--- config.mk ---
export PLATFORM = sky130hd
export DESIGN_NAME = joystick_axis_calibrate_scale_core
export DESIGN_NICKNAME = d
export VERILOG_FILES = /design/src/sv/jacs_pkg.sv /design/src/sv/jacs_lane.sv /design/src/sv/joystick_axis_calibrate_scale_core.sv
export SDC_FILE = /design/constraint.sdc
export NUM_CORES = 1
export LEC_CHECK = 0
export ABC_AREA = 1
export ABC_CLOCK_PERIOD_IN_PS = 9310
export BUFFER_PORTS_ARGS = -buffer_cell sky130_fd_sc_hd__buf_2
export CORE_AREA = 5 5 238 240
export DETAILED_ROUTE_END_ITERATION = 16
export DIE_AREA = 0 0 243 245
export GPL_ROUTABILITY_DRIVEN = 0
export PLACE_DENSITY_LB_ADDON = 0.12
export SYNTH_ARGS = -nofsm -noshare
export SYNTH_HDL_FRONTEND = slang
export SYNTH_HIERARCHICAL = 1
export SYNTH_SLANG_ARGS = --single-unit
export TNS_END_PERCENT = 1
--- constraint.sdc ---
create_clock -name clk -period 9.31 [get_ports clk]
set_input_delay 1.3965 -clock clk [delete_from_list [all_inputs] [get_ports clk]]
set_output_delay 1.3965 -clock clk [all_outputs]
set_load 0.03 [all_outputs]
--- src/sv/jacs_pkg.sv ---
// Shared types and constants for the joystick axis calibrate and scale block.
// Used by jacs_lane and the top level; depends on nothing.
`default_nettype none

package jacs_pkg;

	localparam int NumAxes  = 4;
	localparam int AxisW    = 8;
	localparam int DzW      = 7;
	localparam int DivSteps = 15;
	localparam int CntW     = $clog2(DivSteps);

	localparam logic [DzW-1:0] DzReset = 7'd7;

	typedef enum logic [1:0] {
		OP_CONVERT = 2'd0,
		OP_BEGIN   = 2'd1,
		OP_SAMPLE  = 2'd2,
		OP_END     = 2'd3
	} jacs_op_t;

	typedef enum logic [1:0] {
		ST_IDLE,
		ST_SETUP,
		ST_DIV,
		ST_DONE
	} jacs_state_t;

	// Lane control, driven by the sequencer in the top level.
	typedef struct packed {
		logic load;
		logic setup;
		logic step;
	} jacs_ctrl_t;

endpackage

`default_nettype wire

--- src/sv/jacs_lane.sv ---
// One axis lane: calibration limits, dead zone, clamp and a radix-2 divider.
// Depends on jacs_pkg.
`default_nettype none

module jacs_lane (
	input  wire logic                        clk,
	input  wire logic                        arst_n,
	input  wire jacs_pkg::jacs_ctrl_t        ctrl,
	input  wire jacs_pkg::jacs_op_t          op,
	input  wire logic                        cal,
	input  wire logic [jacs_pkg::DzW-1:0]    dead_zone,
	input  wire logic signed [jacs_pkg::AxisW-1:0] raw,
	output logic signed [jacs_pkg::AxisW-1:0] result
);
	import jacs_pkg::*;

	typedef enum logic [2:0] {
		M_ZERO,
		M_PASS,
		M_POS_SAT,
		M_NEG_SAT,
		M_POS_DIV,
		M_NEG_DIV
	} lane_mode_t;

	logic signed [AxisW-1:0] raw_q, lo_q, hi_q;
	lane_mode_t              mode_q, mode_w;
	logic [DivSteps-1:0]     num_q;
	logic [7:0]              rem_q, den_q;
	logic                    neg_q;

	logic signed [9:0]  v_w, lo_w, hi_w, dz_w, vc_w, diff_w, den_w;
	logic signed [16:0] prod_w, mag_w;
	logic               in_dz_w, pos_w;
	logic [8:0]         trial_w;
	logic               ge_w;
	logic signed [15:0] q_w, sum_w;

	// setup: everything the divider needs, from the limits before this request
	always_comb begin
		v_w     = 10'(raw_q);
		lo_w    = 10'(lo_q);
		hi_w    = 10'(hi_q);
		dz_w    = 10'(signed'({3'b000, dead_zone}));
		in_dz_w = (v_w >= -dz_w) && (v_w <= dz_w);
		if (v_w < lo_w) begin
			vc_w = lo_w;
		end else if (v_w > hi_w) begin
			vc_w = hi_w;
		end else begin
			vc_w = v_w;
		end
		pos_w  = vc_w > 10'sd0;
		diff_w = pos_w ? (vc_w - dz_w) : (vc_w - lo_w);
		den_w  = pos_w ? (hi_w - dz_w) : (-dz_w - lo_w);
		prod_w = 17'(diff_w) * 17'sd126;
		mag_w  = (prod_w < 17'sd0) ? -prod_w : prod_w;
		if (in_dz_w) begin
			mode_w = M_ZERO;
		end else if (!cal) begin
			mode_w = M_PASS;
		end else if (pos_w) begin
			mode_w = (den_w > 10'sd0) ? M_POS_DIV : M_POS_SAT;
		end else begin
			mode_w = (den_w > 10'sd0) ? M_NEG_DIV : M_NEG_SAT;
		end
	end

	// one quotient bit per step
	assign trial_w = {rem_q, num_q[DivSteps-1]};
	assign ge_w    = trial_w >= {1'b0, den_q};

	always_ff @(posedge clk or negedge arst_n) begin
		if (!arst_n) begin
			lo_q <= 8'sd127;
			hi_q <= -8'sd128;
		end else if (ctrl.setup) begin
			case (op)
				OP_BEGIN: begin
					lo_q <= -8'sd1;
					hi_q <= 8'sd0;
				end
				OP_SAMPLE: begin
					if (raw_q > hi_q) hi_q <= raw_q;
					if (raw_q < lo_q) lo_q <= raw_q;
				end
				default: begin
				end
			endcase
		end
	end

	always_ff @(posedge clk) begin
		if (ctrl.load) begin
			raw_q <= raw;
		end
		if (ctrl.setup) begin
			mode_q <= mode_w;
			num_q  <= mag_w[DivSteps-1:0];
			den_q  <= den_w[7:0];
			neg_q  <= prod_w < 17'sd0;
			rem_q  <= '0;
		end else if (ctrl.step) begin
			rem_q <= ge_w ? 8'(trial_w - {1'b0, den_q}) : trial_w[7:0];
			num_q <= {num_q[DivSteps-2:0], ge_w};
		end
	end

	always_comb begin
		q_w = neg_q ? -signed'({1'b0, num_q}) : signed'({1'b0, num_q});
		sum_w = (mode_q == M_POS_DIV) ? (q_w + 16'sd1) : (q_w - 16'sd127);
		case (mode_q)
			M_ZERO:    result = '0;
			M_PASS:    result = raw_q;
			M_POS_SAT: result = 8'sd127;
			M_NEG_SAT: result = -8'sd127;
			M_POS_DIV: result = sum_w[AxisW-1:0];
			M_NEG_DIV: result = sum_w[AxisW-1:0];
			default:   result = '0;
		endcase
	end

endmodule

`default_nettype wire

--- src/sv/joystick_axis_calibrate_scale_core.sv ---
// Top level of the joystick axis calibrate and scale block: sequencer, four
// axis lanes and the result register. Depends on jacs_pkg and jacs_lane.
//
// Each request carries four signed stick axes and an op code (convert, begin
// calibration, calibration sample, end calibration) and yields exactly one
// result: the four converted axes and the calibrated flag, both taken from
// the state as it stood before the request. The op then updates the stored
// per-axis limits or the calibrated flag. An axis inside +/- dead_zone reads
// 0; once calibrated, the rest is clamped to its limits and scaled onto
// 1..127 or -127..-2 by a restoring divider, one quotient bit per cycle.
// All four lanes run in lockstep. A request passes through a setup state,
// the divider steps and a done state in which the result is registered
// once the output register is free. in_ready is high only while idle, so
// a new request is taken only after the previous one has left the lanes.
// in_ready returns with the sequencer, so a new request is taken while the
// previous result still waits on the output. dead_zone resets to 7 and is
// written through the cfg channel, which is always ready.
`default_nettype none

module joystick_axis_calibrate_scale_core (
	input  wire logic                               clk,
	input  wire logic                               arst_n,
	input  wire logic                               cfg_valid,
	output logic                                    cfg_ready,
	input  wire logic [jacs_pkg::DzW-1:0]           cfg_data,
	input  wire logic                               in_valid,
	output logic                                    in_ready,
	input  wire logic [1:0]                         op,
	input  wire logic signed [jacs_pkg::AxisW-1:0]  axis_x,
	input  wire logic signed [jacs_pkg::AxisW-1:0]  axis_y,
	input  wire logic signed [jacs_pkg::AxisW-1:0]  axis_rx,
	input  wire logic signed [jacs_pkg::AxisW-1:0]  axis_ry,
	output logic                                    out_valid,
	input  wire logic                               out_ready,
	output logic signed [jacs_pkg::AxisW-1:0]       out_x,
	output logic signed [jacs_pkg::AxisW-1:0]       out_y,
	output logic signed [jacs_pkg::AxisW-1:0]       out_rx,
	output logic signed [jacs_pkg::AxisW-1:0]       out_ry,
	output logic                                    is_calibrated
);
	import jacs_pkg::*;

	jacs_state_t state_q, state_nx;
	logic [CntW-1:0] cnt_q;
	jacs_op_t        op_q;
	logic            cal_done_q;
	logic            cal_snap_q;
	logic [DzW-1:0]  dead_zone_q;
	logic            out_valid_q;
	logic            out_free_w;
	logic            in_fire_w;
	logic            last_step_w;
	jacs_ctrl_t      ctrl_w;

	logic signed [AxisW-1:0] raw_w [NumAxes];
	logic signed [AxisW-1:0] res_w [NumAxes];
	logic signed [AxisW-1:0] out_q [NumAxes];

	assign cfg_ready   = 1'b1;
	assign in_fire_w   = in_valid && in_ready;
	assign out_free_w  = !out_valid_q || out_ready;
	assign last_step_w = cnt_q == CntW'(DivSteps - 1);

	assign raw_w[0] = axis_x;
	assign raw_w[1] = axis_y;
	assign raw_w[2] = axis_rx;
	assign raw_w[3] = axis_ry;

	// next state
	always_comb begin
		state_nx = state_q;
		case (state_q)
			ST_IDLE:  if (in_valid) state_nx = ST_SETUP;
			ST_SETUP: state_nx = ST_DIV;
			ST_DIV:   if (last_step_w) state_nx = ST_DONE;
			ST_DONE:  if (out_free_w) state_nx = ST_IDLE;
			default:  state_nx = ST_IDLE;
		endcase
	end

	// sequencer outputs
	always_comb begin
		in_ready     = 1'b0;
		ctrl_w.load  = 1'b0;
		ctrl_w.setup = 1'b0;
		ctrl_w.step  = 1'b0;
		case (state_q)
			ST_IDLE: begin
				in_ready    = 1'b1;
				ctrl_w.load = in_valid;
			end
			ST_SETUP: ctrl_w.setup = 1'b1;
			ST_DIV:   ctrl_w.step  = 1'b1;
			default: begin
			end
		endcase
	end

	always_ff @(posedge clk or negedge arst_n) begin
		if (!arst_n) begin
			state_q     <= ST_IDLE;
			cnt_q       <= '0;
			cal_done_q  <= 1'b0;
			dead_zone_q <= DzReset;
			out_valid_q <= 1'b0;
		end else begin
			state_q <= state_nx;
			// hold the dead zone until a config write arrives
			if (cfg_valid && cfg_ready) dead_zone_q <= cfg_data;
			// advance the divider step count
			if (ctrl_w.setup) begin
				cnt_q <= '0;
			end else if (ctrl_w.step) begin
				cnt_q <= cnt_q + 1'b1;
			end
			// end of calibration latches after the conversion has seen the old flag
			if (ctrl_w.setup && op_q == OP_END) cal_done_q <= 1'b1;
			// drop the result once taken, raise a new one when the lanes finish
			if (state_q == ST_DONE && out_free_w) begin
				out_valid_q <= 1'b1;
			end else if (out_ready) begin
				out_valid_q <= 1'b0;
			end
		end
	end

	always_ff @(posedge clk) begin
		if (in_fire_w) op_q <= jacs_op_t'(op);
		if (ctrl_w.setup) cal_snap_q <= cal_done_q;
		if (state_q == ST_DONE && out_free_w) begin
			for (int i = 0; i < NumAxes; i++) begin
				out_q[i] <= res_w[i];
			end
		end
	end

	// merge: registered calibrated flag of the result, from the state before its request
	logic cal_out_q;
	always_ff @(posedge clk) begin
		if (state_q == ST_DONE && out_free_w) cal_out_q <= cal_snap_q;
	end

	for (genvar g = 0; g < NumAxes; g++) begin : g_lane
		jacs_lane u_lane (
			.clk       (clk),
			.arst_n    (arst_n),
			.ctrl      (ctrl_w),
			.op        (op_q),
			.cal       (cal_done_q),
			.dead_zone (dead_zone_q),
			.raw       (raw_w[g]),
			.result    (res_w[g])
		);
	end

	assign out_valid     = out_valid_q;
	assign out_x         = out_q[0];
	assign out_y         = out_q[1];
	assign out_rx        = out_q[2];
	assign out_ry        = out_q[3];
	assign is_calibrated = cal_out_q;

endmodule

`default_nettype wire

==> impl_results.md, run 1 <==
* Synth cell types at 66
* Clk pin slew, worst setup/hold paths at 70 ps
* Worst setup EP type: flip-flop
* FF+latch count, synth at 287
* Port Buffers at 80
* Boundary Pins at 82
* Final core occ at 0.635
* Die width at 243 um
* Count of warnings emitted by yosys at 6
* Layout fillers at 4902
* CTS sink cnt at 287
* Largest net degree at the start of global routing at 73
* Initial antenna violation count at 3
* CTS tree: built
* Nets@finish at 4809
* # DRC at 0
* Overflow after GRT at 0
* First-pass DRT Iterations at 6
* Yosys top cell by area: edfxtp_1
* Area growth, synth to finish at 9.09%
* Syn Nets at 4678
* Crit path max-delay cell type: edfxtp_1
* Worst setup SP type: flip-flop
* Cell mode on critical path: nand2_1
* Vias per Instance at 5.40
* Critical setup path kind: flip-flop to flip-flop
* TritonCTS buffer count at 36
* Sequential cell area fraction in the yosys report at 0.251
* DRT antenna net count at 0
* Synth Instances at 4126
* Max Slew Vio Count at 0
* Most numerous cell in the Yosys netlist: inv_1
* Initial cell density of the core at 0.582
* Synth async-reset ratio at 0.275
* Post-synth EDFFs at 176
* Htree depth at 2
* Routed WL per cell at 15.5 um
* Most area-consuming cells after synthesis: edfxtp_1 (17%), ha_1 (15%), inv_1 (9.6%), nand2_1 (9.5%), fa_1 (8.1%)
* Final period utilization at 0.942
* Share of layout cells above drive strength 1 at 0.104
* DP Worst Slack at 1.85 ps
* Setup TNS Final at 0 ps
* Slowest stage delay, CP at 630 ps
* Worst min-delay path class: flip-flop to flip-flop
* Unrepaired setup endpoints after global routing: yes
* WP data arrival at 9060 ps
* Tmin final at 8770 ps
* Die span in y at 245 um
* Max transition margin at 0.286
* Final Hold Fails at 0
* Worst slew pin tran at 1070 ps
* Critical path buffer and inverter count at 5
* Final setup vio count at 0
* Crit-path max FO at 16
* Clk_skew at 26.6 ps
* Max-cap viol count at 0
* Root Buffer: clkbuf_16
* Cell Area, Synth at 31700 sq um
* Clock Tree Buf Depth at 3
* HPWL Detailed at 59600 um
* Worst-Skew Late Latency at 560 ps
* Core ar. at 54400 sq um
* Status: completed
* Mean post-synth cell area at 7.68 sq um
* Total GRT Usage at 0.256
* Number of global-route vias before repair at 25.3k
* Fmax at 114 MHz
* Synth top area share at 0.167
* WP data required at 9600 ps
* Synth top cells by count: inv_1 (812), nand2_1 (800), ha_1 (378), nor2_1 (294), o21ai_0 (252)
* Row cnt at 86
* DP Cell Count at 4895
* Setup WS post-layout at 544 ps
* DR iter-0 viols at 2000
* Final wirelength at 77300 um
* Post-route insts no fill at 4989
* Family with the most delay on the worst path: adder cells
* First-pass GRT wire length at 127000 um
* Top_reg_cell synth: edfxtp_1
* DR vias at 26.9k
* Die area at 59500 sq um
[timing repair]
item	4_1_cts	5_1_grt
gates cloned	0	2
resized for setup	1	61
buffers inserted	0	26
endpoints found under the setup margin	10	56
hold buffers	0	0
pin swaps	0	10
hold endpoints to repair	0	0
[layout by cell type, fill, tap and decap left out, types with 8 or more instances in the layout]
cell type | netlist | layout
o21bai_1 | 16 | 16
o21ai_0 | 252 | 239
nor2_1 | 294 | 294
or2_2 | 24 | 24
buf_2 | 10 | 79
buf_4 | 9 | 68
dfrtp_1 | 44 | 44
o211ai_1 | 21 | 21
a21oi_1 | 182 | 173
nand2_2 | 33 | 32
nand3b_1 | 8 | 8
inv_1 | 812 | 807
ha_1 | 378 | 376
a21oi_2 | 1 | 8
nand2_1 | 800 | 796
nor4_1 | 16 | 15
nand3_4 | 3 | 13
nor2_2 | 10 | 10
o22ai_1 | 32 | 32
o21a_1 | 10 | 10
a221o_1 | 16 | 16
clkinv_1 | 7 | 9
dfxtp_1 | 32 | 32
o21ai_1 | 10 | 19
nand3_1 | 229 | 228
xnor2_1 | 60 | 59
edfxtp_1 | 176 | 176
a21o_1 | 19 | 19
nand3_2 | 37 | 30
nor3_1 | 42 | 41
xor2_1 | 156 | 152
o32ai_1 | 12 | 12
dfstp_2 | 35 | 35
o31ai_1 | 23 | 22
clkbuf_16 | 0 | 38
nand2_4 | 22 | 27
fa_1 | 128 | 127
inv_2 | 15 | 18
nand4_1 | 49 | 49
clkbuf_1 | 25 | 10
[layout make-up]
cell class              count  area (sq um)  share of cell area
diodes                      2          5.00            0.000145
flip-flops and latches    287          7950               0.230
multi-input cells        2949         20500               0.594
repair buffers            147           906              0.0262
clock buffers              52          1040              0.0302
well taps                 704           881              0.0255
clock inverters            12          92.6             0.00268
inverters                 836          3150              0.0911
[metal layers]
layer | wire [um] | GRT usage | up-vias
li1 | - | - | 13724
met1 | 36100 | 0.365 | 12406
met2 | 34600 | 0.415 | 666
met3 | 5080 | 0.0389 | 121
met4 | 1570 | 0.0611 | 2
met5 | 13 | 0 | -
[state kept, by name, summed over array words and instances (netlist names), 7 cells and up]
signal	flops
g_lane.u_lane/den_q	32
g_lane.u_lane/rem_q	32
g_lane.u_lane/hi_q	32
g_lane.u_lane/raw_q	32
dead_zone_q	7
out_q	32
g_lane.u_lane/lo_q	32
g_lane.u_lane/num_q	60
g_lane.u_lane/mode_q	12
[worst reg2reg max path: cells and delay by family, from the launching register on]
family                     cells  cell delay [ps]
AOI/OAI and AO/OA             10             1420
xor gates and xnor gates       1              210
adders and majority gates      8             3250
buffers and inverters          5              390
DFF                            1              630
and+or+nand+nor               23             2610
[kinds of logic after synthesis]
logic type | after synthesis | share of synthesized area
AND/OR/NAND/NOR | 1579 | 0.225
buffers and inverters | 892 | 0.110
AO/OA/AOI/OAI | 635 | 0.121
adder cells (fa/ha/maj) | 506 | 0.230
flip-flops | 287 | 0.251
XOR/XNOR | 216 | 0.0597
multiplexers | 10 | 0.00343
other | 1 | 0.000118
[final timing paths]
kind / from / end / slack (ps) / cells past startpoint
max: g_lane[2].u_lane/raw_q[4] / g_lane[2].u_lane/num_q[3] / 540 / 47
min: cal_snap_q / is_calibrated / 450 / 0
max reg2reg: g_lane[2].u_lane/raw_q[4] / g_lane[2].u_lane/num_q[3] / 540 / 47
min reg2reg: cal_snap_q / is_calibrated / 450 / 0
max in group asynchronous: arst_n / cnt_q[3] / 7450 / 2
min in group asynchronous: arst_n / g_lane[1].u_lane/lo_q[7] / 800 / 1
[through the flow]
step	instance area (sq um)	hold slack, ps
6_report	34600	447
5_1_grt	34600	469
4_1_cts	34100	472
3_5_place_dp	33000	458
3_3_place_gp	33000	458
2_1_floorplan	31700	400
Power of run 1 is not shown: default switching activity piles up to over one toggle a cycle in this logic, so the estimate is an artifact.
==> inputs of run 2 (changes only) <==
Settings changed: CAP_MARGIN set to 10, CELL_PAD_IN_SITES_DETAIL_PLACEMENT set to 1, CELL_PAD_IN_SITES_GLOBAL_PLACEMENT set to 2, CORE_AREA 5 5 238 240 to 5 5 307 309, DIE_AREA 0 0 243 245 to 0 0 312 314.
==> run 2 against run 1 <==
First-iteration DRC count shrank 42%. Global-route usage decreased by 6.0 points. Clock skew shrank 1.9 ps. Cell area up 3.0%. Critical endpoint is now g_lane[1].u_lane/num_q[14]. Highest routed layer is now met4.
==> impl_results.md, run 2 (same netlist as run 1, synthesis figures left out) <==
* Status: completed
* CTS sink cnt at 287
* R2r setup slk at 540 ps
* Share of layout cells above drive strength 1 at 0.114
* Most frequent cells in the layout: inv_1 (808), nand2_1 (795), ha_1 (375)
* Die area at 98000 sq um
* Number of global-route vias before repair at 27.8k
* CP Capture Point: g_lane[1].u_lane/num_q[14]
* Max Slew Vio Count at 0
* Area growth, synth to finish at 12.4%
* Tmin final at 8770 ps
* Total GRT Usage at 0.196
* Worst setup SP type: flip-flop
* Hold_ws at 419 ps
* R2R depth at 49
* Unrepaired setup endpoints after global routing: yes
* First-pass GRT wire length at 155000 um
* Core ar. at 91100 sq um
* Fmax at 114 MHz
* Final wirelength at 97000 um
* Max-cap viol count at 0
* Largest Register: g_lane.u_lane/num_q
* Largest net degree at the start of global routing at 43
* Initial antenna violation count at 4
* Worst min-delay path class: flip-flop to flip-flop
* Clock Tree Buf Depth at 3
* Nets@finish at 4855
* Boundary Pins at 82
* Final period utilization at 0.942
* Clk pin slew, worst setup/hold paths at 60 ps
* Overflow after GRT at 0
* Area of the multi-input gates at 20500 sq um
* Worst-Skew Late Latency at 590 ps
* Clk_skew at 24.7 ps
* First-pass DRT Iterations at 5
* DRT antenna net count at 0
* Worst r2r src: g_lane[1].u_lane/hi_q[7]
* HPWL Detailed at 77900 um
* Critical path buffer and inverter count at 6
* Die width at 312 um
* Vias per Instance at 4.90
* Crit. Startpoint: g_lane[1].u_lane/hi_q[7]
* Port Buffers at 80
* Family with the most delay on the worst path: adder cells
* Hold Buf Count CTS at 0
* WP data required at 9650 ps
* Max transition margin at 0.287
* Worst slew pin tran at 1070 ps
* TritonCTS buffer count at 41
* Final Hold Fails at 0
* Most common cell after layout, fill and taps aside: inv_1
* Initial cell density of the core at 0.348
* Register area at 7950 sq um
* Routed WL per cell at 17.6 um
* Htree depth at 2
* Cell mode on critical path: nand2_1
* Critical setup path kind: flip-flop to flip-flop
* Crit-path max FO at 13
* DR vias at 27.1k
* WP data arrival at 9110 ps
* Root Buffer: clkbuf_16
* # DRC at 0
* CTS tree: built
* Slowest stage delay, CP at 550 ps
* Max reg flops at 60
* Reg2Reg Capture Point: g_lane[1].u_lane/num_q[14]
* Layout fillers at 11.3k
* Crit path max-delay cell type: fa_1
* Die span in y at 314 um
* DR iter-0 viols at 1153
* Final setup vio count at 0
* Critical path depth at 49
* Row cnt at 111
* Worst setup EP type: flip-flop
## run 2: cell types whose count changed in the layout (fill, tap and decap cells not counted), moves of 2 or more
cell | previous run | this run
a21oi_2 | 8 | 6
buf_4 | 68 | 110
nand3_4 | 13 | 11
a21oi_4 | 2 | 4
clkinvlp_4 | 3 | 5
o21ai_1 | 19 | 21
inv_6 | 0 | 2
clkbuf_16 | 38 | 43
inv_2 | 18 | 15
inv_4 | 2 | 5
## run 2: final cells by class
type | instances | area share
clock inverters | 17 | 0.00299
clock buffers | 58 | 0.0329
multi-input cells | 2948 | 0.576
repair buffers | 189 | 0.0343
well taps | 1186 | 0.0417
inverters | 836 | 0.0886
flip-flops and latches | 287 | 0.223
diodes | 1 | 0.0000703
## run 2: how the worst min path moves through the flow
stage	start	endpoint	slack [ps]	depth (start not counted)
6_report	cal_snap_q	is_calibrated	420	0
5_1_grt	cal_snap_q	is_calibrated	430	0
4_1_cts	cal_snap_q	is_calibrated	420	0
3_3_place_gp	cal_snap_q	is_calibrated	430	0
3_5_place_dp	cal_snap_q	is_calibrated	430	0
2_1_floorplan	cal_snap_q	is_calibrated	400	0
## run 2: per-layer routing
metal	up-vias	GRT usage	share of wire
met4	0	0.0313	0.014
met2	254	0.319	0.45
met5	-	0	0
li1	13784	-	-
met3	71	0.0237	0.029
met1	12945	0.286	0.51
## run 2: timing repair
item	in CTS	in global routing
pin swaps	0	6
cloned	0	1
endpoints found under the setup margin	13	56
setup buffers	0	24
resized for setup	2	59
## run 2: through the flow
step / worst slack [ps] / instances / instance area [sq um] / utilization / setup TNS, ps
floorplan: 600 / 4126 / 31700 / - / 0
global route: -73.5 / 5521 / 35600 / 0.391 / -229
global placement: -84.9 / 5421 / 33900 / 0.372 / -874
detailed placement: -117 / 5421 / 33900 / 0.372 / -1190
finish: 539 / 5522 / 35600 / 0.391 / 0
CTS: 25.3 / 5496 / 35200 / 0.386 / 0
## run 2: worst reg2reg max path, delay by kind of cell (launching register included)
family / cells / cell delay [ps]
adder cells (fa/ha/maj): 8 / 3190
AND/OR/NAND/NOR: 26 / 2960
AO/OA/AOI/OAI: 6 / 890
XOR/XNOR: 3 / 540
flip-flops: 1 / 520
buffers and inverters: 6 / 370
Power of run 2 is left out for the same reason.
==> inputs of run 3 (changes only) <==
Settings changed: CORE_AREA 5 5 307 309 to 4 4 306 308, DIE_AREA 0 0 312 314 to 0 0 310 312.
==> run 3 against run 2 <==
Final cell count about the same. Sequential share of layout area down 0.094 points. Die area is 1.3% lower. Global-route usage increased by 0.60 points. Clock-buffer cell count is 7 lower. Worst setup slack improved by 110 ps. Cell area is 0.42% higher. Routed wire length is 0.24% higher. Non-clock buffer count is 5 lower. Critical path depth decreased by 4. Critical path type unchanged.
==> impl_results.md, run 3 (same netlist as run 1, synthesis figures left out) <==
* Largest net degree at the start of global routing at 56
* Status: completed
* Max Slew Vio Count at 0
* Most common cell after layout, fill and taps aside: inv_1
* CTS sink cnt at 287
* Vias per Instance at 4.91
* Initial cell density of the core at 0.348
* Clk_skew at 16.4 ps
* Final Hold Fails at 0
* Area of the multi-input gates at 20600 sq um
* Nets@finish at 4852
* Slowest stage delay, CP at 580 ps
* Boundary Pins at 82
* Initial antenna violation count at 2
* Largest Register: g_lane.u_lane/num_q
* Clk pin slew, worst setup/hold paths at 60 ps
* R2r setup slk at 650 ps
* Worst min-delay path class: flip-flop to flip-flop
* Fmax at 115 MHz
* Die span in y at 312 um
* Overflow after GRT at 0
* Crit-path max FO at 18
* Critical setup path kind: flip-flop to flip-flop
* Cell mode on critical path: nand2_1
* Layout fillers at 11.2k
* Post-route insts no fill at 5520
* Worst-Skew Late Latency at 580 ps
* TritonCTS buffer count at 40
* Max transition margin at 0.309
* Worst setup SP type: flip-flop
* Number of global-route vias before repair at 28.1k
* Final wirelength at 97200 um
* Die width at 310 um
* Crit path max-delay cell type: edfxtp_1
* Clock Tree Buf Depth at 3
* WP data arrival at 8980 ps
* DR vias at 27.1k
* Die area at 96700 sq um
* Register area at 7950 sq um
* DRT antenna net count at 0
* Share of layout cells above drive strength 1 at 0.114
* First-pass DRT Iterations at 4
* Most frequent cells in the layout: inv_1 (809), nand2_1 (795), ha_1 (374)
* WP data required at 9630 ps
* Port Buffers at 80
* Worst slew pin tran at 1040 ps
* DR iter-0 viols at 1217
* HPWL Detailed at 78000 um
* Final period utilization at 0.931
* Htree depth at 2
* Max reg flops at 60
* DP Cell Count at 5428
* Max-cap viol count at 0
* Core ar. at 91100 sq um
* Area growth, synth to finish at 12.8%
* Row cnt at 111
* Tmin final at 8660 ps
* First-pass GRT wire length at 156000 um
* Root Buffer: clkbuf_16
* Worst setup EP type: flip-flop
* CTS tree: built
* # DRC at 0
* Routed WL per cell at 17.6 um
* Total GRT Usage at 0.202
* Final setup vio count at 0
-- run 3: cell count changes in the layout (fill, tap and decap cells not counted), moves of 3 or more --
cell	delta
buf_4	-5
clkbuf_8	-4
bufinv_16	+6
nand3_4	+3
clkbuf_1	-3
-- run 3: per-stage QoR --
step	hold slack (ps)	TNS [ps]	utilization	setup slack (ps)	area, sq um
global placement	454	0	0.373	260	33900
detailed placement	444	0	0.373	29.1	33900
global route	477	-148	0.392	-31.6	35800
floorplan	400	0	-	600	31700
CTS	455	0	0.388	5.81	35300
finish	451	0	0.393	647	35800
-- run 3: final timing paths --
path,from,depth (start not counted),to
max,g_lane[3].u_lane/raw_q[6],45,g_lane[3].u_lane/num_q[14]
min,cal_snap_q,0,is_calibrated
max reg2reg,g_lane[3].u_lane/raw_q[6],45,g_lane[3].u_lane/num_q[14]
min reg2reg,cal_snap_q,0,is_calibrated
max in group asynchronous,arst_n,2,g_lane[3].u_lane/hi_q[5]
min in group asynchronous,arst_n,1,g_lane[1].u_lane/lo_q[7]
-- run 3: timing repair --
item / in CTS / in global routing
setup buffers: 0 / 12
resized for setup: 0 / 69
hold buffers: 0 / 0
setup endpoints to repair: 0 / 56
-- run 3: area by class of cell --
type	count	share of cell area
Inverter	836	0.0881
Sequential cell	287	0.222
Antenna cell	2	0.000140
Timing Repair Buffer	184	0.0331
Tap cell	1186	0.0415
Clock buffer	51	0.0309
Multi-Input combinational cell	2951	0.576
Clock inverter	23	0.00819
-- run 3: metal layers --
| layer | GRT usage | vias to the layer above | wire length (um) |
|---|---|---|---|
| met5 | 0 | - | 0 |
| met4 | 0.0382 | 0 | 1590 |
| met3 | 0.0193 | 68 | 2340 |
| met2 | 0.329 | 238 | 43800 |
| met1 | 0.293 | 12996 | 49500 |
| li1 | - | 13784 | - |
-- run 3: critical path, delay by kind of cell (launching register included) --
kind	cells	cell delay, ps
buffers and inverters	6	570
AO/OA/AOI/OAI	9	1610
adder cells (fa/ha/maj)	7	2920
XOR/XNOR	4	790
flip-flops	1	580
AND/OR/NAND/NOR	19	1890
Power of run 3 is left out for the same reason.
